$ cat config.mk
export PLATFORM = sky130hd
export DESIGN_NAME = simd_half_single_convert_flat
export DESIGN_NICKNAME = d
export VERILOG_FILES = /design/src/rtl/shsc_pkg.sv /design/src/rtl/shsc_in_if.sv /design/src/rtl/shsc_out_if.sv /design/src/rtl/shsc_lane.sv /design/src/rtl/shsc_merge.sv /design/src/rtl/simd_half_single_convert.sv /design/src/flat_wrapper.sv
export SDC_FILE = /design/constraint.sdc
export NUM_CORES = 1
export LEC_CHECK = 0
export BUFFER_PORTS_ARGS = -buffer_cell sky130_fd_sc_hd__buf_4
export CAP_MARGIN = 20
export CELL_PAD_IN_SITES_DETAIL_PLACEMENT = 1
export CELL_PAD_IN_SITES_GLOBAL_PLACEMENT = 1
export CORE_ASPECT_RATIO = 0.9
export CORE_UTILIZATION = 40
export CTS_BUF_LIST = sky130_fd_sc_hd__clkbuf_4
export DETAILED_ROUTE_END_ITERATION = 10
export PLACE_DENSITY = 0.89
export SYNTH_ARGS = -nofsm -noshare
export SYNTH_HDL_FRONTEND = slang
export SYNTH_SLANG_ARGS = --single-unit
$ cat constraint.sdc
create_clock -name clk -period 14.58 [get_ports clk]
set_input_delay 2.916 -clock clk [delete_from_list [all_inputs] [get_ports clk]]
set_output_delay 2.916 -clock clk [all_outputs]
set_load 0.005 [all_outputs]
$ cat src/rtl/shsc_pkg.sv
// ----------------------------------------------------------------------------
// shsc_pkg: shared types and constants for the half/single converter
// Field widths, format constants and the packed result item type.
// ----------------------------------------------------------------------------
`timescale 1ns / 1ps

package shsc_pkg;

	// Number of lane fields carried by one item, and how many of them convert.
	localparam int NUM_FIELDS = 4;
	localparam int LANES      = 4;

	localparam int WORD_W = 32;
	localparam int DEST_W = 5;

	typedef logic [WORD_W-1:0] word_t;
	typedef logic [DEST_W-1:0] dest_t;

	typedef enum logic {
		OP_WIDEN  = 1'b0,
		OP_NARROW = 1'b1
	} op_t;

	// Binary32 constants.
	localparam logic [31:0] SGL_INF     = 32'h7F80_0000;
	localparam logic [31:0] SGL_QUIET   = 32'h0040_0000;
	localparam logic [7:0]  SGL_EXP_MAX = 8'hFF;

	// Binary16 constants.
	localparam logic [4:0]  HLF_EXP_MAX = 5'h1F;
	localparam logic [14:0] HLF_INF     = 15'h7C00;
	localparam logic [14:0] HLF_QNAN    = 15'h7E00;

	// Difference of the exponent biases (127 - 15).
	localparam logic [7:0]  BIAS_DIFF   = 8'd112;

	// One result item after the lanes are merged.
	typedef struct packed {
		word_t [NUM_FIELDS-1:0] lane;
		dest_t                  dest;
		logic                   pair;
	} shsc_result_t;

endpackage

$ cat src/rtl/shsc_in_if.sv
// ----------------------------------------------------------------------------
// shsc_in_if: input channel of the half/single converter
// Valid/ready channel carrying the direction, four source lanes and the
// destination register index.
// ----------------------------------------------------------------------------
`timescale 1ns / 1ps

interface shsc_in_if import shsc_pkg::*; ();

	logic  valid;
	logic  ready;
	logic  op;
	word_t lane0_in;
	word_t lane1_in;
	word_t lane2_in;
	word_t lane3_in;
	dest_t dest_reg;

	modport source (
		output valid, op, lane0_in, lane1_in, lane2_in, lane3_in, dest_reg,
		input  ready
	);

	modport sink (
		input  valid, op, lane0_in, lane1_in, lane2_in, lane3_in, dest_reg,
		output ready
	);

endinterface

$ cat src/rtl/shsc_out_if.sv
// ----------------------------------------------------------------------------
// shsc_out_if: output channel of the half/single converter
// Valid/ready channel carrying four converted lanes, the destination index
// and the register pair flag.
// ----------------------------------------------------------------------------
`timescale 1ns / 1ps

interface shsc_out_if import shsc_pkg::*; ();

	logic  valid;
	logic  ready;
	word_t lane0_out;
	word_t lane1_out;
	word_t lane2_out;
	word_t lane3_out;
	dest_t dest_index;
	logic  writes_pair;

	modport source (
		output valid, lane0_out, lane1_out, lane2_out, lane3_out, dest_index,
		output writes_pair,
		input  ready
	);

	modport sink (
		input  valid, lane0_out, lane1_out, lane2_out, lane3_out, dest_index,
		input  writes_pair,
		output ready
	);

endinterface

$ cat src/rtl/shsc_lane.sv
// ----------------------------------------------------------------------------
// shsc_lane: one conversion lane
// Combinational binary16 to binary32 widening or binary32 to binary16
// narrowing with flush to zero and round to nearest even.
// ----------------------------------------------------------------------------
`timescale 1ns / 1ps

module shsc_lane import shsc_pkg::*; (
	input  logic  op,
	input  word_t src,
	output word_t res
);

	word_t widen_res;
	logic [15:0] narrow_res;

	// Widening path.
	logic       h_sign;
	logic [4:0] h_exp;
	logic [9:0] h_man;
	logic [7:0] w_exp;

	assign h_sign = src[15];
	assign h_exp  = src[14:10];
	assign h_man  = src[9:0];
	assign w_exp  = {3'b000, h_exp} + BIAS_DIFF;

	always_comb begin
		if (h_exp == 5'd0) begin
			widen_res = {h_sign, 31'd0};
		end else if (h_exp == HLF_EXP_MAX) begin
			if (h_man == 10'd0) begin
				widen_res = {h_sign, 31'd0} | SGL_INF;
			end else begin
				widen_res = {h_sign, 31'd0} | SGL_INF | SGL_QUIET
					| {10'd0, h_man[8:0], 13'd0};
			end
		end else begin
			widen_res = {h_sign, w_exp, h_man, 13'd0};
		end
	end

	// Narrowing path.
	logic        f_sign;
	logic [7:0]  f_exp;
	logic [22:0] f_man;
	logic [7:0]  hex;
	logic [9:0]  kept;
	logic        rnd_up;
	logic [10:0] kept_r;
	logic [7:0]  hex_r;

	assign f_sign = src[31];
	assign f_exp  = src[30:23];
	assign f_man  = src[22:0];
	assign hex    = f_exp - BIAS_DIFF;
	assign kept   = f_man[22:13];
	assign rnd_up = f_man[12] & ((|f_man[11:0]) | kept[0]);
	assign kept_r = {1'b0, kept} + {10'd0, rnd_up};
	assign hex_r  = hex + {7'd0, kept_r[10]};

	always_comb begin
		if (f_exp == SGL_EXP_MAX) begin
			if (f_man == 23'd0) begin
				narrow_res = {f_sign, HLF_INF};
			end else begin
				narrow_res = {f_sign, HLF_QNAN | {6'd0, f_man[21:13]}};
			end
		end else if (f_exp <= BIAS_DIFF) begin
			// Zero, denormal, or below the smallest half normal.
			narrow_res = {f_sign, 15'd0};
		end else if (hex_r >= {3'b000, HLF_EXP_MAX}) begin
			// Overflow, before or after the rounding carry.
			narrow_res = {f_sign, HLF_INF};
		end else begin
			narrow_res = {f_sign, hex_r[4:0], kept_r[9:0]};
		end
	end

	assign res = (op == OP_NARROW) ? {16'd0, narrow_res} : widen_res;

endmodule

$ cat src/rtl/shsc_merge.sv
// ----------------------------------------------------------------------------
// shsc_merge: lane merge and output stage
// Packs the lane results with the destination fields and holds them in an
// output register backed by a skid register.
// ----------------------------------------------------------------------------
`timescale 1ns / 1ps

module shsc_merge import shsc_pkg::*; (
	input  logic                   clk,
	input  logic                   arst_n,
	input  logic                   in_valid,
	output logic                   in_ready,
	input  logic                   op,
	input  dest_t                  dest,
	input  word_t [NUM_FIELDS-1:0] lane_res,
	shsc_out_if.source             out_ch
);

	shsc_result_t merged;
	shsc_result_t out_data_q;
	shsc_result_t skid_data_q;
	logic         out_valid_q;
	logic         skid_valid_q;
	logic         out_free;

	always_comb begin
		merged.lane = lane_res;
		merged.dest = dest;
		merged.pair = (op == OP_WIDEN);
	end

	assign in_ready = ~skid_valid_q;
	assign out_free = out_ch.ready | ~out_valid_q;

	always_ff @(posedge clk or negedge arst_n) begin
		if (!arst_n) begin
			out_valid_q  <= 1'b0;
			skid_valid_q <= 1'b0;
		end else if (out_free) begin
			if (skid_valid_q) begin
				out_valid_q  <= 1'b1;
				skid_valid_q <= 1'b0;
			end else begin
				out_valid_q <= in_valid;
			end
		end else if (in_valid && in_ready) begin
			skid_valid_q <= 1'b1;
		end
	end

	always_ff @(posedge clk) begin
		if (out_free) begin
			if (skid_valid_q) begin
				out_data_q <= skid_data_q;
			end else begin
				out_data_q <= merged;
			end
		end else if (in_valid && in_ready) begin
			skid_data_q <= merged;
		end
	end

	assign out_ch.valid       = out_valid_q;
	assign out_ch.lane0_out   = out_data_q.lane[0];
	assign out_ch.lane1_out   = out_data_q.lane[1];
	assign out_ch.lane2_out   = out_data_q.lane[2];
	assign out_ch.lane3_out   = out_data_q.lane[3];
	assign out_ch.dest_index  = out_data_q.dest;
	assign out_ch.writes_pair = out_data_q.pair;

endmodule

$ cat src/rtl/simd_half_single_convert.sv
// ----------------------------------------------------------------------------
// simd_half_single_convert: four-lane binary16/binary32 converter
// An accepted item enters the output register, or the one-item skid register
// under stall. Throughput: one item per cycle while the skid is empty; the
// lanes are combinational ahead of a single output register.
// Reset: arst_n clears the output and skid valid flags; data is not reset.
// ----------------------------------------------------------------------------
`timescale 1ns / 1ps

module simd_half_single_convert import shsc_pkg::*; (
	input  logic       clk,
	input  logic       arst_n,
	shsc_in_if.sink    in_ch,
	shsc_out_if.source out_ch
);

	// The source lanes are gathered into an array so that the lane copies
	// can be generated. Fields beyond the configured lane count give zero.
	word_t [NUM_FIELDS-1:0] lane_src;
	word_t [NUM_FIELDS-1:0] lane_res;
	logic                   merge_ready;

	assign lane_src[0] = in_ch.lane0_in;
	assign lane_src[1] = in_ch.lane1_in;
	assign lane_src[2] = in_ch.lane2_in;
	assign lane_src[3] = in_ch.lane3_in;

	// One converter per active lane. Each lane looks only at its own source
	// element and the per-item direction, so all lanes run side by side.
	for (genvar k = 0; k < NUM_FIELDS; k++) begin : g_lane
		if (k < LANES) begin : g_active
			shsc_lane u_lane (
				.op  (in_ch.op),
				.src (lane_src[k]),
				.res (lane_res[k])
			);
		end else begin : g_idle
			assign lane_res[k] = '0;
		end
	end

	// The merge stage joins the lane results with the destination index and
	// the pair flag, and decouples the two handshakes. The input side stays
	// ready while a finished item waits, until the skid register is full.
	shsc_merge u_merge (
		.clk      (clk),
		.arst_n   (arst_n),
		.in_valid (in_ch.valid),
		.in_ready (merge_ready),
		.op       (in_ch.op),
		.dest     (in_ch.dest_reg),
		.lane_res (lane_res),
		.out_ch   (out_ch)
	);

	assign in_ch.ready = merge_ready;

endmodule

$ cat src/flat_wrapper.sv
// flat-port wrapper written by rule: the top's interface ports become plain ports
module simd_half_single_convert_flat import shsc_pkg::*;
  (clk, arst_n, in_ch_valid, in_ch_op, in_ch_lane0_in, in_ch_lane1_in, in_ch_lane2_in, in_ch_lane3_in, in_ch_dest_reg, in_ch_ready, out_ch_valid, out_ch_lane0_out, out_ch_lane1_out, out_ch_lane2_out, out_ch_lane3_out, out_ch_dest_index, out_ch_writes_pair, out_ch_ready);
  shsc_in_if in_ch_i ();
  shsc_out_if out_ch_i ();
  input  logic clk;
  input  logic arst_n;
  input wire logic [$bits(in_ch_i.valid)-1:0] in_ch_valid;
  input wire logic [$bits(in_ch_i.op)-1:0] in_ch_op;
  input wire logic [$bits(in_ch_i.lane0_in)-1:0] in_ch_lane0_in;
  input wire logic [$bits(in_ch_i.lane1_in)-1:0] in_ch_lane1_in;
  input wire logic [$bits(in_ch_i.lane2_in)-1:0] in_ch_lane2_in;
  input wire logic [$bits(in_ch_i.lane3_in)-1:0] in_ch_lane3_in;
  input wire logic [$bits(in_ch_i.dest_reg)-1:0] in_ch_dest_reg;
  output wire logic [$bits(in_ch_i.ready)-1:0] in_ch_ready;
  output wire logic [$bits(out_ch_i.valid)-1:0] out_ch_valid;
  output wire logic [$bits(out_ch_i.lane0_out)-1:0] out_ch_lane0_out;
  output wire logic [$bits(out_ch_i.lane1_out)-1:0] out_ch_lane1_out;
  output wire logic [$bits(out_ch_i.lane2_out)-1:0] out_ch_lane2_out;
  output wire logic [$bits(out_ch_i.lane3_out)-1:0] out_ch_lane3_out;
  output wire logic [$bits(out_ch_i.dest_index)-1:0] out_ch_dest_index;
  output wire logic [$bits(out_ch_i.writes_pair)-1:0] out_ch_writes_pair;
  input wire logic [$bits(out_ch_i.ready)-1:0] out_ch_ready;
  assign in_ch_i.valid = in_ch_valid;
  assign in_ch_i.op = in_ch_op;
  assign in_ch_i.lane0_in = in_ch_lane0_in;
  assign in_ch_i.lane1_in = in_ch_lane1_in;
  assign in_ch_i.lane2_in = in_ch_lane2_in;
  assign in_ch_i.lane3_in = in_ch_lane3_in;
  assign in_ch_i.dest_reg = in_ch_dest_reg;
  assign in_ch_ready = in_ch_i.ready;
  assign out_ch_valid = out_ch_i.valid;
  assign out_ch_lane0_out = out_ch_i.lane0_out;
  assign out_ch_lane1_out = out_ch_i.lane1_out;
  assign out_ch_lane2_out = out_ch_i.lane2_out;
  assign out_ch_lane3_out = out_ch_i.lane3_out;
  assign out_ch_dest_index = out_ch_i.dest_index;
  assign out_ch_writes_pair = out_ch_i.writes_pair;
  assign out_ch_i.ready = out_ch_ready;
  simd_half_single_convert u_core (.clk(clk), .arst_n(arst_n), .in_ch(in_ch_i), .out_ch(out_ch_i));
endmodule
==> summary.txt <==
Run status
  • Outcome: finished, final reports clean

Clock tree
  • Resize count post-CTS: 0
  • Clk pin slew, worst setup/hold paths: about 0.06 ns
  • Post-CTS setup repair buffer count: 0
  • CTS buffer count: 69
  • Clk sinks: 254
  • CTS Hold Buffers Added: 0
  • TritonCTS clock tree: yes
  • Clk buf depth: 3
  • Root Driver: clkbuf_4
  • H-Tree Level Count: 3
  • Clk Latency, worst-skew pair: roughly 0.7 ns

Power
  • Maximum vdd ir drop: ~0.07 mV
  • Logic pwr share: ~14%
  • Clock Power Share: 36.5%
  • PwrDens: 115 nW/um^2
  • Internal power: ~0.0014 W
  • Leakage: 5.92 nW
  • Flop pwr share: 49.4%
  • PnR Total Power: 0.00181 W
  • Sw frac: 25.2%
  • Psw: between 0.0004 and 0.0005 W

Routing
  • 1st-iter DRT viols: 550
  • Vias after detailed routing: 9572
  • Drt via density: 5.53
  • TritonRoute pass-1 iters: 5
  • Post-route antenna net violation count: 0
  • Post-route DRC: 0
  • WL final: 36000 microns
  • Routed WL per cell: 20.8 microns

Synthesis
  • Ys async rst share: less than 1%
  • Number of enable flip-flop cells after synthesis: 252
  • Synth Flop Type: edfxtp_1
  • Warnings, synthesis: 0
  • Seq cells post-synth: 254
  • Yosys cell types: slightly below 80
  • Post-synth net total: 1124
  • Sequential share of the synthesized area: 61.1%
  • Post-Syn Area: 12500 sq um
  • Syn Area/Cell: 12.8 sq um
  • Post-Syn Instances: 974

Critical path
  • R2R depth: 4
  • Crit start category: input port
  • Critical path arrival: 5.89 ns
  • Critical Path Fanout Max: 18
  • Setup CP Type: in2reg
  • Required time worst endpoint: around 15 ns
  • Reg-to-reg startpoint: u_core.u_merge.out_ch.valid
  • Flop-to-flop setup slack: 11.49 ns
  • R2r endpoint: u_core.u_merge.skid_data_q[123]
  • Crit. End Element: flop

Timing
  • Slew @ Worst Pin: 0.952 ns
  • Fmax: 181 MHz
  • Period Utilization, post-route: around 38%
  • Final Skew: 0.0381 ns
  • Final hold violation count: 0
  • Worst slew margin: 36.5%
  • Sum Neg Setup Slack: 0 ns
  • Final min period: 5.53 ns
  • Slew Limit Fails: 0
  • RSZ-0062 raised after global routing: no
  • Setup violations, final: 0

Layout
  • Layout cells sized above 1: 36.1%
  • Layout area overhead: 26.0%
  • NumNets Final: 1425
  • Most frequent cells in the layout: buf_4 (278), edfxtp_1 (252), clkbuf_4 (104), nor2_1 (95), nand2_1 (73)
  • Commonest non-fill, non-tap cell in the layout: buf_4
  • Design area: 15700 sq um

Hold path
  • Hold Path Depth: 1
  • Worst Hold Class: reg2reg
  • Worst Hold End: u_core.u_merge.out_ch.writes_pair
  • Hold Path Origin: u_core.u_merge.skid_data_q[0]

Floorplanning
  • Initial Utilization: 41.2%
  • Row cnt: 60
  • Die Span Y: between 150 and 200 microns
  • Core area: 30300 sq um
  • Die span in x: between 150 and 200 microns
  • I/O pins: 274
  • DIE AREA: 31900 sq um

Job
  • MaxCap Viol Count: 0

GRT
  • Vias in the first global route: 9936
  • Initial antenna violation count: 1
  • Overflow after GRT: 0
  • Largest net degree at the start of global routing: 83
  • Tot GR Track Use: 22.4%
  • Global-route wire length before repair: 55700 microns

Placement
  • IO Port Bufs: ~270
  • Final HPWL DP: about 25000 microns
  • Placer Congestion: approximately 0.86
  • Placed Area: 14800 sq um
## per-layer routing
| layer | GRT usage [%] | vias up | wire length, microns |
|---|---|---|---|
| met2 | 38.1 | 367 | 17800 |
| met1 | 27.8 | 4739 | 14900 |
| met3 | 5.48 | 62 | 2490 |
| li1 | - | 4404 | - |
| met4 | 7.53 | 0 | 727 |
| met5 | 0 | - | 0 |
## state kept, by name (all words and copies together), names as in the netlist
signal,count
u_core.u_merge.out_ch.dest_index,5
u_core.u_merge.out_ch.lane0_out,30
u_core.u_merge.out_ch.lane1_out,30
u_core.u_merge.out_ch.lane2_out,30
u_core.u_merge.out_ch.lane3_out,30
u_core.u_merge.out_ch.valid,1
u_core.u_merge.out_ch.writes_pair,1
u_core.u_merge.skid_data_q,126
u_core.u_merge.skid_valid_q,1
## cell usage after synthesis (all sizes together), types with 3 or more instances
| cell | n | area share (%) |
|---|---|---|
| a2111oi | 4 | 0.43 |
| a211oi | 19 | 1.1 |
| a21oi | 25 | 1.0 |
| a221o | 3 | 0.24 |
| a22o | 7 | 0.49 |
| a22oi | 3 | 0.18 |
| a311oi | 3 | 0.31 |
| a31oi | 17 | 1.1 |
| a41oi | 6 | 0.42 |
| and2 | 34 | 1.7 |
| and3 | 17 | 0.90 |
| and4 | 6 | 0.42 |
| buf | 23 | 1.4 |
| clkbuf | 25 | 0.92 |
| edfxtp | 252 | 61 |
| ha | 12 | 1.2 |
| inv | 8 | 0.26 |
| mux2 | 62 | 5.6 |
| mux2i | 4 | 0.32 |
| nand2 | 73 | 2.2 |
| nand2b | 6 | 0.30 |
| nand3 | 32 | 1.3 |
| nand3b | 6 | 0.36 |
| nand4 | 21 | 1.1 |
| nand4b | 3 | 0.21 |
| nor2 | 95 | 2.9 |
| nor2b | 21 | 1.1 |
| nor3 | 22 | 0.88 |
| nor3b | 5 | 0.30 |
| nor4 | 15 | 1.1 |
| o21a | 5 | 0.30 |
| o21ai | 20 | 0.80 |
| o31ai | 27 | 1.7 |
| or3 | 5 | 0.25 |
| or4 | 17 | 1.1 |
| xnor2 | 23 | 1.6 |
| xor2 | 20 | 1.4 |
## critical path: stages
cell and delay [ns]:
buf_4 0.13, and2_1 0.17, ha_1 0.27, nand2_1 0.10
nor2_1 0.05, ha_1 0.21, ha_1 0.24, xnor2_1 0.16
nor3b_1 0.42, a32oi_4 0.24, a31oi_2 0.79, o31ai_1 0.21
## metrics by stage
step	utilization (%)	hold WS (ns)	worst slack (ns)	std cells
2_1_floorplan	-	0.487	0.630	974
3_3_place_gp	48.8	0.503	8.70	1606
3_5_place_dp	48.8	0.515	8.43	1606
4_1_cts	51.8	0.525	9.18	1727
5_1_grt	51.9	0.542	9.00	1730
6_report	51.9	0.520	9.05	1730
## logic make-up (layout without fill, tap and decap cells)
family / Yosys count / count (layout) / share of synthesized area (%)
AND/OR/NAND/NOR: 382 / 382 / 16.4
flip-flops: 254 / 254 / 61.1
AO/OA/AOI/OAI: 159 / 159 / 9.65
multiplexers: 66 / 66 / 5.92
buffers and inverters: 58 / 409 / 2.67
XOR/XNOR: 43 / 43 / 3.02
adder cells (fa/ha/maj): 12 / 12 / 1.20
other: 0 / 2 / 0
## worst max-delay path by stage
stage                  startpoint                                 end  slack, ns
6_report       in_ch_lane3_in[13]  u_core.u_merge.out_ch.lane3_out[3]       9.05
3_5_place_dp   in_ch_lane3_in[13]  u_core.u_merge.out_ch.lane3_out[3]       8.43
4_1_cts        in_ch_lane3_in[13]  u_core.u_merge.out_ch.lane3_out[3]       9.18
3_3_place_gp   in_ch_lane0_in[12]  u_core.u_merge.out_ch.lane0_out[5]       8.70
5_1_grt        in_ch_lane3_in[15]  u_core.u_merge.out_ch.lane3_out[3]       9.00
2_1_floorplan        out_ch_ready       u_core.u_merge.skid_data_q[0]       0.63
## power by group through the flow
stage / Clock (W) / Sequential (W) / Combinational [W]
final: 0.000659 / 0.000893 / 0.000254
after global routing: 0.000712 / 0.000898 / 0.000274
after CTS: 0.000681 / 0.000894 / 0.000255
after detailed placement: 0 / 0.000909 / 0.000254
after global placement: 0 / 0.000906 / 0.000242
after floorplan: 0 / 0.000910 / 0.000111
## cell type report
type / count / area (sq um)
diodes: 2 / 5.00
clock buffers: 104 / 781
clock inverters: 17 / 119
fillers: 3191 / 14600
inverters: 9 / 38.8
multi-input cells: 662 / 4520
flip-flops and latches: 254 / 7620
well taps: 403 / 504
repair buffers: 279 / 2110
Power figures use the tool's default switching activity.
